<file path="src/hw/rtl/pvcd_pkg.sv">
// Shared types, register indexes and constants of the capture decoder.
package pvcd_pkg;

    // Configuration port
    localparam int CFG_INDEX_W = 3;
    localparam int CFG_DATA_W  = 12;

    typedef enum logic [CFG_INDEX_W-1:0] {
        REG_BLACK_LEVEL        = 3'd0,
        REG_GAIN               = 3'd1,
        REG_LINE_VALID_COLUMNS = 3'd2,
        REG_FRAME_VALID_ROWS   = 3'd3,
        REG_MAX_COLUMNS        = 3'd4,
        REG_MAX_ROWS           = 3'd5
    } cfg_reg_t;

    // Register widths
    localparam int BLACK_W     = 8;
    localparam int GAIN_W      = 10;
    localparam int LINE_VAL_W  = 11;
    localparam int FRAME_VAL_W = 10;
    localparam int MAX_COL_W   = 12;
    localparam int MAX_ROW_W   = 11;

    // Register reset values
    localparam logic [BLACK_W-1:0]     BLACK_RST     = 8'd76;
    localparam logic [GAIN_W-1:0]      GAIN_RST      = 10'd440;
    localparam logic [LINE_VAL_W-1:0]  LINE_VAL_RST  = 11'd600;
    localparam logic [FRAME_VAL_W-1:0] FRAME_VAL_RST = 10'd200;
    localparam logic [MAX_COL_W-1:0]   MAX_COL_RST   = 12'd1440;
    localparam logic [MAX_ROW_W-1:0]   MAX_ROW_RST   = 11'd720;

    // Capture word layout
    localparam int WORD_W    = 16;
    localparam int HSYNC_BIT = 12;
    localparam int VSYNC_BIT = 13;
    localparam int SUM_W     = 6;
    localparam int FRAME_W   = 16;
    localparam int PIX_W     = 8;

    // Width for position compares, wide enough for any parameter value plus one.
    localparam int CMP_W = 17;

    // Products of the scale stage
    localparam int PROD_Y_W = 21;
    localparam int PROD_C_W = 19;

    localparam logic signed [13:0] CHROMA_ZERO = 14'sd128;
    localparam logic signed [13:0] PIX_MAX     = 14'sd255;

    function automatic logic [PIX_W-1:0] clamp_u8(input logic signed [13:0] x);
        logic [PIX_W-1:0] res;
        if (x < 14'sd0) begin
            res = '0;
        end else if (x > PIX_MAX) begin
            res = '1;
        end else begin
            res = x[PIX_W-1:0];
        end
        return res;
    endfunction

endpackage

</file>
<file path="src/hw/rtl/pcm_video_capture_decoder.sv">
// Capture word decoder: sync tracking, 4-word pixel grouping, YUV scaling and clamping.
//
//  channel | dir | handshake          | payload
//  --------+-----+--------------------+----------------------------------------------
//  s_      | in  | s_valid / s_ready  | s_sample_word
//  m_      | out | m_valid / m_ready  | m_luma, m_chroma_u, m_chroma_v, m_column,
//          |     |                    | m_row, m_frame_number
//  cfg_    | in  | cfg_wr_en          | cfg_index, cfg_wdata
//
// One capture word is taken per cycle while s_ready is high. Counters and channel sums
// update at the input beat; a finished group then passes a sum register, a multiply
// register and the output register before the pixel appears on the output.
// Reset (aresetn low at a clock edge) clears the group, the positions, the frame count and
// loads the register defaults. A stall on m_ready holds each stage only when the stage
// after it is full, so the input keeps flowing until all three stages hold pixels.
module pcm_video_capture_decoder #(
    parameter int COLUMN_BITS = 11,
    parameter int ROW_BITS    = 10
) (
    input  logic                                aclk,
    input  logic                                aresetn,

    input  logic                                cfg_wr_en,
    input  logic [pvcd_pkg::CFG_INDEX_W-1:0]    cfg_index,
    input  logic [pvcd_pkg::CFG_DATA_W-1:0]     cfg_wdata,

    input  logic                                s_valid,
    output logic                                s_ready,
    input  logic [pvcd_pkg::WORD_W-1:0]         s_sample_word,

    output logic                                m_valid,
    input  logic                                m_ready,
    output logic [pvcd_pkg::PIX_W-1:0]          m_luma,
    output logic [pvcd_pkg::PIX_W-1:0]          m_chroma_u,
    output logic [pvcd_pkg::PIX_W-1:0]          m_chroma_v,
    output logic [COLUMN_BITS-1:0]              m_column,
    output logic [ROW_BITS-1:0]                 m_row,
    output logic [pvcd_pkg::FRAME_W-1:0]        m_frame_number
);
    import pvcd_pkg::*;

    localparam logic [CMP_W-1:0] COL_FULL = CMP_W'(1) << COLUMN_BITS;
    localparam logic [CMP_W-1:0] ROW_FULL = CMP_W'(1) << ROW_BITS;

    // Configuration registers
    logic [BLACK_W-1:0]     black_reg;
    logic [GAIN_W-1:0]      gain_reg;
    logic [LINE_VAL_W-1:0]  line_val_reg;
    logic [FRAME_VAL_W-1:0] frame_val_reg;
    logic [MAX_COL_W-1:0]   max_col_reg;
    logic [MAX_ROW_W-1:0]   max_row_reg;

    always_ff @(posedge aclk) begin
        if (!aresetn) begin
            black_reg     <= BLACK_RST;
            gain_reg      <= GAIN_RST;
            line_val_reg  <= LINE_VAL_RST;
            frame_val_reg <= FRAME_VAL_RST;
            max_col_reg   <= MAX_COL_RST;
            max_row_reg   <= MAX_ROW_RST;
        end else if (cfg_wr_en) begin
            unique case (cfg_index)
                REG_BLACK_LEVEL:        black_reg     <= cfg_wdata[BLACK_W-1:0];
                REG_GAIN:               gain_reg      <= cfg_wdata[GAIN_W-1:0];
                REG_LINE_VALID_COLUMNS: line_val_reg  <= cfg_wdata[LINE_VAL_W-1:0];
                REG_FRAME_VALID_ROWS:   frame_val_reg <= cfg_wdata[FRAME_VAL_W-1:0];
                REG_MAX_COLUMNS:        max_col_reg   <= cfg_wdata[MAX_COL_W-1:0];
                REG_MAX_ROWS:           max_row_reg   <= cfg_wdata[MAX_ROW_W-1:0];
                default: ;
            endcase
        end
    end

    // Effective limits: zero or anything above the counter range means the full range.
    logic [CMP_W-1:0] col_limit;
    logic [CMP_W-1:0] row_limit;

    always_comb begin
        col_limit = CMP_W'(max_col_reg);
        if (max_col_reg == '0 || CMP_W'(max_col_reg) > COL_FULL) begin
            col_limit = COL_FULL;
        end
        row_limit = CMP_W'(max_row_reg);
        if (max_row_reg == '0 || CMP_W'(max_row_reg) > ROW_FULL) begin
            row_limit = ROW_FULL;
        end
    end

    // Pipeline enables
    logic out_en;
    logic q_en;
    logic p_en;
    logic in_beat;

    logic p_vld_reg;
    logic q_vld_reg;
    logic m_valid_reg;

    assign out_en  = !m_valid_reg || m_ready;
    assign q_en    = !q_vld_reg || out_en;
    assign p_en    = !p_vld_reg || q_en;
    assign s_ready = p_en;
    assign in_beat = s_valid && s_ready;

    // Group and position state
    logic [1:0]             phase_reg, phase_next;
    logic [SUM_W-1:0]       red_reg, red_next;
    logic [SUM_W-1:0]       green_reg, green_next;
    logic [SUM_W-1:0]       blue_reg, blue_next;
    logic [COLUMN_BITS-1:0] col_reg, col_next;
    logic [ROW_BITS-1:0]    row_reg, row_next;
    logic [FRAME_W-1:0]     frame_reg, frame_next;

    logic             hsync;
    logic             vsync;
    logic             sync_word;
    logic             pix_done;
    logic [SUM_W-1:0] red_acc;
    logic [SUM_W-1:0] green_acc;
    logic [SUM_W-1:0] blue_acc;
    logic [CMP_W-1:0] col_inc;
    logic [CMP_W-1:0] row_inc;
    logic [CMP_W-1:0] row_adv;

    assign hsync     = !s_sample_word[HSYNC_BIT];
    assign vsync     = !s_sample_word[VSYNC_BIT];
    assign sync_word = (phase_reg == 2'd0) && (hsync || vsync);
    assign pix_done  = !sync_word && (phase_reg == 2'd3);
    assign red_acc   = red_reg + SUM_W'(s_sample_word[11:8]);
    assign green_acc = green_reg + SUM_W'(s_sample_word[7:4]);
    assign blue_acc  = blue_reg + SUM_W'(s_sample_word[3:0]);
    assign col_inc   = CMP_W'(col_reg) + CMP_W'(1);
    assign row_inc   = CMP_W'(row_reg) + CMP_W'(1);

    always_comb begin
        phase_next = phase_reg;
        red_next   = red_reg;
        green_next = green_reg;
        blue_next  = blue_reg;
        col_next   = col_reg;
        row_next   = row_reg;
        frame_next = frame_reg;
        row_adv    = CMP_W'(row_reg);
        if (in_beat) begin
            if (sync_word) begin
                col_next = '0;
                if (vsync) begin
                    // Vertical sync wins when both flags are low.
                    if (CMP_W'(row_reg) > CMP_W'(frame_val_reg)) begin
                        frame_next = frame_reg + FRAME_W'(1);
                    end
                    row_next = '0;
                end else if (CMP_W'(col_reg) > CMP_W'(line_val_reg)) begin
                    row_next = (row_inc >= row_limit) ? '0 : ROW_BITS'(row_inc);
                end
            end else begin
                phase_next = phase_reg + 2'd1;
                if (pix_done) begin
                    red_next   = '0;
                    green_next = '0;
                    blue_next  = '0;
                    if (col_inc >= col_limit) begin
                        col_next = '0;
                        row_adv  = row_inc;
                    end else begin
                        col_next = COLUMN_BITS'(col_inc);
                    end
                    // Also pulls back a row left beyond a newly lowered limit.
                    row_next = (row_adv >= row_limit) ? '0 : ROW_BITS'(row_adv);
                end else begin
                    red_next   = red_acc;
                    green_next = green_acc;
                    blue_next  = blue_acc;
                end
            end
        end
    end

    always_ff @(posedge aclk) begin
        if (!aresetn) begin
            phase_reg <= '0;
            red_reg   <= '0;
            green_reg <= '0;
            blue_reg  <= '0;
            col_reg   <= '0;
            row_reg   <= '0;
            frame_reg <= '0;
        end else begin
            phase_reg <= phase_next;
            red_reg   <= red_next;
            green_reg <= green_next;
            blue_reg  <= blue_next;
            col_reg   <= col_next;
            row_reg   <= row_next;
            frame_reg <= frame_next;
        end
    end

    // Stage P: completed channel sums with the pixel position
    logic [SUM_W-1:0]       p_red_reg;
    logic [SUM_W-1:0]       p_green_reg;
    logic [SUM_W-1:0]       p_blue_reg;
    logic [COLUMN_BITS-1:0] p_col_reg;
    logic [ROW_BITS-1:0]    p_row_reg;
    logic [FRAME_W-1:0]     p_frame_reg;

    always_ff @(posedge aclk) begin
        if (!aresetn) begin
            p_vld_reg <= 1'b0;
        end else if (p_en) begin
            p_vld_reg <= s_valid && pix_done;
        end
    end

    always_ff @(posedge aclk) begin
        if (p_en && s_valid && pix_done) begin
            p_red_reg   <= red_acc;
            p_green_reg <= green_acc;
            p_blue_reg  <= blue_acc;
            p_col_reg   <= col_reg;
            p_row_reg   <= row_reg;
            p_frame_reg <= frame_reg;
        end
    end

    // Stage Q: black-corrected luma and color differences scaled by gain. With the sums scaled by four the
    // divisions are exact: Y = 2G+R+B, U-128 = 2(B-G), V-128 = 2(R-G) in sum units.
    logic [PIX_W-1:0]          y_lvl;
    logic signed [9:0]         y_diff;
    logic signed [SUM_W:0]     bg_diff;
    logic signed [SUM_W:0]     rg_diff;
    logic signed [SUM_W+1:0]   u_diff;
    logic signed [SUM_W+1:0]   v_diff;
    logic signed [GAIN_W:0]    gain_s;
    logic signed [PROD_Y_W-1:0] prod_y;
    logic signed [PROD_C_W-1:0] prod_u;
    logic signed [PROD_C_W-1:0] prod_v;

    assign y_lvl   = {1'b0, p_green_reg, 1'b0} + PIX_W'(p_red_reg) + PIX_W'(p_blue_reg);
    assign y_diff  = $signed({2'b00, y_lvl}) - $signed({2'b00, black_reg});
    assign bg_diff = $signed({1'b0, p_blue_reg}) - $signed({1'b0, p_green_reg});
    assign rg_diff = $signed({1'b0, p_red_reg}) - $signed({1'b0, p_green_reg});
    assign u_diff  = {bg_diff, 1'b0};
    assign v_diff  = {rg_diff, 1'b0};
    assign gain_s  = $signed({1'b0, gain_reg});
    assign prod_y  = y_diff * gain_s;
    assign prod_u  = u_diff * gain_s;
    assign prod_v  = v_diff * gain_s;

    logic signed [PROD_Y_W-1:0] q_prod_y_reg;
    logic signed [PROD_C_W-1:0] q_prod_u_reg;
    logic signed [PROD_C_W-1:0] q_prod_v_reg;
    logic [COLUMN_BITS-1:0]     q_col_reg;
    logic [ROW_BITS-1:0]        q_row_reg;
    logic [FRAME_W-1:0]         q_frame_reg;

    always_ff @(posedge aclk) begin
        if (!aresetn) begin
            q_vld_reg <= 1'b0;
        end else if (q_en) begin
            q_vld_reg <= p_vld_reg;
        end
    end

    always_ff @(posedge aclk) begin
        if (q_en && p_vld_reg) begin
            q_prod_y_reg <= prod_y;
            q_prod_u_reg <= prod_u;
            q_prod_v_reg <= prod_v;
            q_col_reg    <= p_col_reg;
            q_row_reg    <= p_row_reg;
            q_frame_reg  <= p_frame_reg;
        end
    end

    // Output stage: flooring shift by eight, chroma offset, clamp.
    logic signed [PROD_Y_W-9:0] y_shift;
    logic signed [PROD_C_W-9:0] u_shift;
    logic signed [PROD_C_W-9:0] v_shift;
    logic [PIX_W-1:0]           luma_next;
    logic [PIX_W-1:0]           cu_next;
    logic [PIX_W-1:0]           cv_next;

    assign y_shift   = q_prod_y_reg[PROD_Y_W-1:8];
    assign u_shift   = q_prod_u_reg[PROD_C_W-1:8];
    assign v_shift   = q_prod_v_reg[PROD_C_W-1:8];
    assign luma_next = clamp_u8(14'(y_shift));
    assign cu_next   = clamp_u8(14'(u_shift) + CHROMA_ZERO);
    assign cv_next   = clamp_u8(14'(v_shift) + CHROMA_ZERO);

    logic [PIX_W-1:0]       m_luma_reg;
    logic [PIX_W-1:0]       m_cu_reg;
    logic [PIX_W-1:0]       m_cv_reg;
    logic [COLUMN_BITS-1:0] m_col_reg;
    logic [ROW_BITS-1:0]    m_row_reg;
    logic [FRAME_W-1:0]     m_frame_reg;

    always_ff @(posedge aclk) begin
        if (!aresetn) begin
            m_valid_reg <= 1'b0;
        end else if (out_en) begin
            m_valid_reg <= q_vld_reg;
        end
    end

    always_ff @(posedge aclk) begin
        if (out_en && q_vld_reg) begin
            m_luma_reg  <= luma_next;
            m_cu_reg    <= cu_next;
            m_cv_reg    <= cv_next;
            m_col_reg   <= q_col_reg;
            m_row_reg   <= q_row_reg;
            m_frame_reg <= q_frame_reg;
        end
    end

    assign m_valid        = m_valid_reg;
    assign m_luma         = m_luma_reg;
    assign m_chroma_u     = m_cu_reg;
    assign m_chroma_v     = m_cv_reg;
    assign m_column       = m_col_reg;
    assign m_row          = m_row_reg;
    assign m_frame_number = m_frame_reg;

    // A sync word at the start of a group always restarts the line.
    a_sync_clears_column: assert property (@(posedge aclk) disable iff (!aresetn)
        in_beat && sync_word |=> col_reg == '0)
        else $error("sync beat did not clear the column");

    // Sync words leave the group phase alone; every other beat advances it.
    a_phase_step: assert property (@(posedge aclk) disable iff (!aresetn)
        in_beat && !sync_word |=> phase_reg == $past(phase_reg) + 2'd1)
        else $error("group phase did not advance on a data beat");

    // A new pixel enters the sum stage only from the fourth word of a group.
    a_pixel_source: assert property (@(posedge aclk) disable iff (!aresetn)
        $rose(p_vld_reg) |-> $past(in_beat && phase_reg == 2'd3))
        else $error("pixel stage loaded without a completed group");

    // A product waiting behind a full output register is kept.
    a_q_hold: assert property (@(posedge aclk) disable iff (!aresetn)
        q_vld_reg && !out_en |=> q_vld_reg && $stable(q_prod_y_reg) && $stable(q_col_reg))
        else $error("multiply stage lost a pixel under stall");

endmodule
</file>
<file path="config.mk">
export PLATFORM = sky130hd
export DESIGN_NAME = pcm_video_capture_decoder
export DESIGN_NICKNAME = d
export VERILOG_FILES = /design/src/hw/rtl/pvcd_pkg.sv /design/src/hw/rtl/pcm_video_capture_decoder.sv
export SDC_FILE = /design/constraint.sdc
export NUM_CORES = 1
export LEC_CHECK = 0
export BUFFER_PORTS_ARGS = -buffer_cell sky130_fd_sc_hd__buf_2
export CORE_AREA = 2 2 175 194
export CTS_CLUSTER_SIZE = 24
export DETAILED_ROUTE_END_ITERATION = 6
export DIE_AREA = 0 0 177 196
export PLACE_DENSITY_LB_ADDON = 0.08
export SYNTH_ARGS = -nofsm -noshare
export SYNTH_HDL_FRONTEND = slang
export SYNTH_SLANG_ARGS = --single-unit
</file>
<file path="constraint.sdc">
create_clock -name aclk -period 14.4 [get_ports aclk]
set_input_delay 1.44 -clock aclk [delete_from_list [all_inputs] [get_ports aclk]]
set_output_delay 1.44 -clock aclk [all_outputs]
set_load 0.01 [all_outputs]
</file>
## Yosys cells after proc, flatten, opt, wreduce, memory -nomap -nowiden

Cells that the tools add are included.

| word-level totals | value |
|---|---|
| register bits | 331 |
| output and inout port bits | 63 |
| logic and storage cells | 128 |

| operators by class | value |
|---|---|
| add/sub/neg operators | 14 |
| $mul | 3 |
| order comparisons | 13 |
| eq/ne operators | 7 |
| mux-type cells | 21 |
| bitwise logic cells | 2 |
| reduce and logical (&&, ||, !) cells | 34 |

Operators with widths:

| operator | number |
|---|---|
| $mux W10 | 6 |
| $mux W11 | 5 |
| $mux W17 | 3 |
| $gt A12 B9 Y1 const B | 3 |
| $lt A12 B1 Y1 const B | 3 |
| $mul A7 B11 Y18 | 2 |
| $add A11 B9 Y12 const B | 2 |
| $mux W8 | 3 |
| $mul A9 B11 Y20 | 1 |
| $add A6 B4 Y6 | 3 |
| $mux W6 | 3 |
| $ge A11 B17 Y1 | 1 |
| $ge A12 B17 Y1 | 1 |
| $ge A17 B17 Y1 | 1 |
| $add A16 B1 Y16 const B | 1 |
| $reduce_and A2 Y1 | 8 |
| $sub A6 B6 Y7 | 2 |
| $add A11 B1 Y12 const B | 1 |
| $gt A12 B12 Y1 const B | 1 |
| $logic_not A12 Y1 | 1 |
| $mux W12 | 1 |
| $add A10 B1 Y11 const B | 1 |
| $gt A11 B11 Y1 | 1 |
| $gt A11 B11 Y1 const B | 1 |
| other kinds (20) | 39 |

## Logic depth before layout (Yosys ltp)

| logic depth | value |
|---|---|
| depth after elaboration | 12 |
| gate-level depth with buffers | 33 |

## Least setup slack after synthesis

OpenSTA, ideal clock, no wires.

| path | value |
|---|---|
| kind | register -> register |
| from | reg p_red_reg[2] |
| to | reg, netlist name q_prod_y_reg[19] |
| setup time | 258 ps |
| arrival time | 7,598 ps |
| data required time | 14,142 ps |
| path slack | 6,544 ps |
| stages on the path, launching flop included | 31 |
| cells stage by stage | edfxtp_1 > fa_1 > inv_1 > fa_1 > inv_1 > ha_1 > a21o_1 > a21oi_1 > o21bai_1 > a21oi_1 > o21bai_1 > a21oi_1 > xnor2_1 > or2_2 > fa_1 > fa_1 > inv_1 > fa_1 > fa_1 > inv_1 > fa_1 > inv_1 > ha_1 > o21ai_0 > nor2_1 > o41a_1 > o41ai_2 > o2111ai_1 > a21o_1 > a21oi_2 > xnor2_1 |

| on the way | value |
|---|---|
| longest elaborated chain between the ends | 4 |

RTL lines:

| element | RTL line | text |
|---|---|---|
| start: declaration | pcm_video_capture_decoder.sv:200 | `logic [SUM_W-1:0] p_red_reg;` |
| start signal: assignment | pcm_video_capture_decoder.sv:217 | `p_red_reg <= red_acc;` |
| $add A7 B6 Y8 | pcm_video_capture_decoder.sv:239 | `assign y_lvl = {1'b0, p_green_reg, 1'b0} + PIX_W'(p_red_reg) + PIX_W'(p_blue_reg);` |
| $add A8 B6 Y8 | pcm_video_capture_decoder.sv:239 |  |
| $sub A8 B8 Y9 | pcm_video_capture_decoder.sv:240 | `assign y_diff = $signed({2'b00, y_lvl}) - $signed({2'b00, black_reg});` |
| $mul A9 B11 Y20 | pcm_video_capture_decoder.sv:246 | `assign prod_y = y_diff * gain_s;` |
| via prod_y[19] | pcm_video_capture_decoder.sv:235 | `logic signed [PROD_Y_W-1:0] prod_y;` |

The timed path passes the listed nets, and every way through them passes these cells.
A chain may end at the register's enable or synchronous reset.

## Worst setup path in the final report

| path | value |
|---|---|
| from | reg p_red_reg[1] |
| to | reg, netlist name q_prod_y_reg[19] |

| on the way | value |
|---|---|
| longest elaborated chain between the ends | 4 |

RTL lines:

| element | RTL line |
|---|---|
| $add A7 B6 Y8 | pcm_video_capture_decoder.sv:239 |
| $add A8 B6 Y8 | pcm_video_capture_decoder.sv:239 |
| $sub A8 B8 Y9 | pcm_video_capture_decoder.sv:240 |
| $mul A9 B11 Y20 | pcm_video_capture_decoder.sv:246 |
| via prod_y[19] | pcm_video_capture_decoder.sv:235 |

The timed path passes the listed nets, and every way through them passes these cells.

==> flow_summary.toml <==
[min_path]
worstHoldStart = "q_frame_reg[2]"
hp-class = "flip-flop to flip-flop"
whs_path_depth = 0
holdPathEnd = "m_frame_number[2]"

[routing]
routed_wl_um = 43800
vias = 14700
wl_per_cell_um = 16.7
drt_iter0_markers = 727
drc = 0
viasPerCell = 5.62
drt-pass1-iter-count = 5
ant_nets = 0

[setup_path]
worstPathArrival_ns = 9.02
crit_path_top_delay_cell = "xnor2_1"
setup.worst_path.end_class = "flip-flop"
rr_worst_depth = 31
r2r_slack_ns = 5.73
crit_path_max_fanout = 10
cpMostUsedCell = "fa_1"
cp-start-kind = "flip-flop"
critical_path_required_ns = 14.75
cpPeakStageDelay_ns = 0.70
timing.rr.end = "q_prod_y_reg[19]"
reg2reg_from = "p_red_reg[1]"
worstSetupPathType = "flip-flop to flip-flop"

[clock_network]
cts.hold.buffers_added = 0
cts_tree = "yes"
numCtsBuffers = 31
clkTransAtPathRegs_ns = 0.06
clock_latency_ns = 0.59
htree_levels = 1
cts_resized = 0
cts_sinks = 309
clock-root-buffer = "clkbuf_16"
cts_buffer_depth = 3
postCtsSetupRepairBufs = 0

[placement]
port_buffers = 96
pre_cts_ws_ns = 5.80
dp.cells = 2563
dpl_cell_area_sq_um = 22200
dpl.hpwl_um = 32400
place_congestion = 0.869

[flow_run]
cap_viol_max_count = 0

[timing]
finalCritPeriodShare = 0.602
max_slew_margin = 0.176
setup_ws_ns = 5.73
setup_violations = 0
tightest_slew_ns = 1.24
hold_violations = 0
fin_crit_ns = 8.67
setup_tns_ns = 0
slew_violations = 0
fin_skew_ns = 0.0209
rsz0062_at_grt = "false"
timing.fmax_ghz = 0.115

[die]
rows = 70
core_sq_um = 32800
pin_count = 99
initial_core_util = 0.648
die_x_um = 177
die_y_um = 196
dieArea_sq_um = 34700

[run_status]
status = "completed"

[synthesis]
yosysSeqAreaShare = 0.378
yosysWarnings = 0
synth_area_sq_um = 21300
yosysUniqueCellTypes = 61
synthArstFlopShare = 0
synth_nets = 2514
ys_ff_latch = 309
syn_inst = 2094
avgSynthCellArea_sq_um = 10.2
synth_enable_flop_cells = 187
synth-main-ff-cell = "edfxtp_1"

[power_and_ir_drop]
peakVddDrop_mv = 0.127
leakage_nw = 10.6
power_mw = 2.68
power_density_nw_per_um2 = 116

[cells_and_area]
final.fill_count = 2456
syn2layout_area_growth_pct = 9.13
fin_area_sq_um = 23200
drive_gt1_frac = 0.0863
fin_cells = 2621
num_antenna_cells = 0
multi_input_area_sq_um = 12000
regArea_sq_um = 8060
nNetsFinal = 2584

[global_route]
globalRoute.totalOverflow = 0
antenna_found_initial = 0
grt_pass1_wl_um = 73300
grt.total_usage = 0.263
grt_pass1_vias = 15100
grt_max_degree = 72
per-stage QoR:
stage | hold WS (ns) | utilization
after detailed placement | 0.405 | 0.675
after global placement | 0.401 | 0.675
after global routing | 0.422 | 0.708
after CTS | 0.418 | 0.708
final | 0.416 | 0.708
after floorplan | 0.400 | -
kinds of logic (layout without fill, tap and decap cells):
kind of cell	count (synthesis)	in the layout	synth area share
compound gates	265	265	0.0828
xor+xnor	90	90	0.0370
simple gates	702	702	0.161
flops	309	309	0.378
mux	5	5	0.00241
fa+ha+maj	384	384	0.278
buf+inv	339	434	0.0601
layer usage:
| metal | wire, um | up-vias | GRT usage |
|---|---|---|---|
| met5 | 0 | - | 0 |
| met4 | 982 | 0 | 0.0784 |
| met3 | 2170 | 76 | 0.0298 |
| met2 | 22300 | 351 | 0.469 |
| met1 | 18400 | 7185 | 0.335 |
| li1 | - | 7129 | - |
power breakdown:
part	total [mW]	internal [mW]	switching (mW)
Clock	0.844	0.499	0.344
Combinational	0.849	0.380	0.469
Sequential	0.992	0.985	0.00660
Total	2.68	1.86	0.820
worst max-delay path, delay by kind of cell, from the launching register on:
kind,cells,cell delay [ns]
XOR/XNOR,2,0.78
flip-flops,1,0.46
AND/OR/NAND/NOR,2,0.25
AO/OA/AOI/OAI,10,2.00
buffers and inverters,7,0.40
adder cells (fa/ha/maj),10,4.53
cells in the mapped netlist, drive strengths merged, types with 2 or more instances:
cell type	n	share of area
o41ai	3	0.0019
xnor2	60	0.025
and2	93	0.027
dfxtp	122	0.11
o221a	5	0.0026
nor2	121	0.021
a21o	26	0.0092
nor3	28	0.0066
a21oi	94	0.022
nor2b	31	0.0091
nand2	244	0.043
a31oi	5	0.0015
or3	4	0.0012
a22oi	17	0.0060
and3	15	0.0044
xor2	30	0.012
nand4	16	0.0047
clkbuf	66	0.012
edfxtp	187	0.26
nand3	49	0.012
or2	11	0.0032
fa	150	0.14
a2111oi	2	0.00082
a211o	3	0.0012
nand4b	6	0.0025
o21a	33	0.012
o211ai	14	0.0049
mux2i	4	0.0019
o31a	2	0.00082
buf	8	0.0018
inv	265	0.047
nand2b	56	0.016
o22ai	2	0.00059
nand3b	6	0.0021
o21bai	6	0.0021
o21ai	32	0.0075
a211oi	7	0.0033
nor4	11	0.0032
ha	234	0.14
o2111ai	3	0.0012
nor3b	8	0.0028
o31ai	6	0.0030
placed cells by master, fill, tap and decap left out, types with 93 or more instances in the layout:
master,n
a21oi_1,93
and2_1,93
buf_2,96
dfxtp_1,122
edfxtp_1,187
fa_1,150
ha_1,234
inv_1,263
nand2_1,243
nor2_1,121
area by class of cell:
type	instances	share of cell area
multi-input cells	1446	0.515
flip-flops and latches	309	0.347
inverters	265	0.0428
clock buffers	39	0.0355
repair buffers	111	0.0255
well taps	432	0.0233
clock inverters	19	0.0108
worst max-delay path by stage:
stage	slack (ns)	cells after the start	endpoint	start
after CTS	5.77	31	q_prod_y_reg[19]	p_red_reg[1]
after detailed placement	5.80	31	q_prod_y_reg[19]	p_red_reg[1]
after global placement	5.93	31	q_prod_y_reg[19]	p_red_reg[1]
after floorplan	6.54	30	q_prod_y_reg[19]	p_red_reg[2]
after global routing	5.18	31	q_prod_y_reg[19]	p_red_reg[1]
final	5.73	31	q_prod_y_reg[19]	p_red_reg[1]
Note: power is estimated with default switching activity, not from simulation.
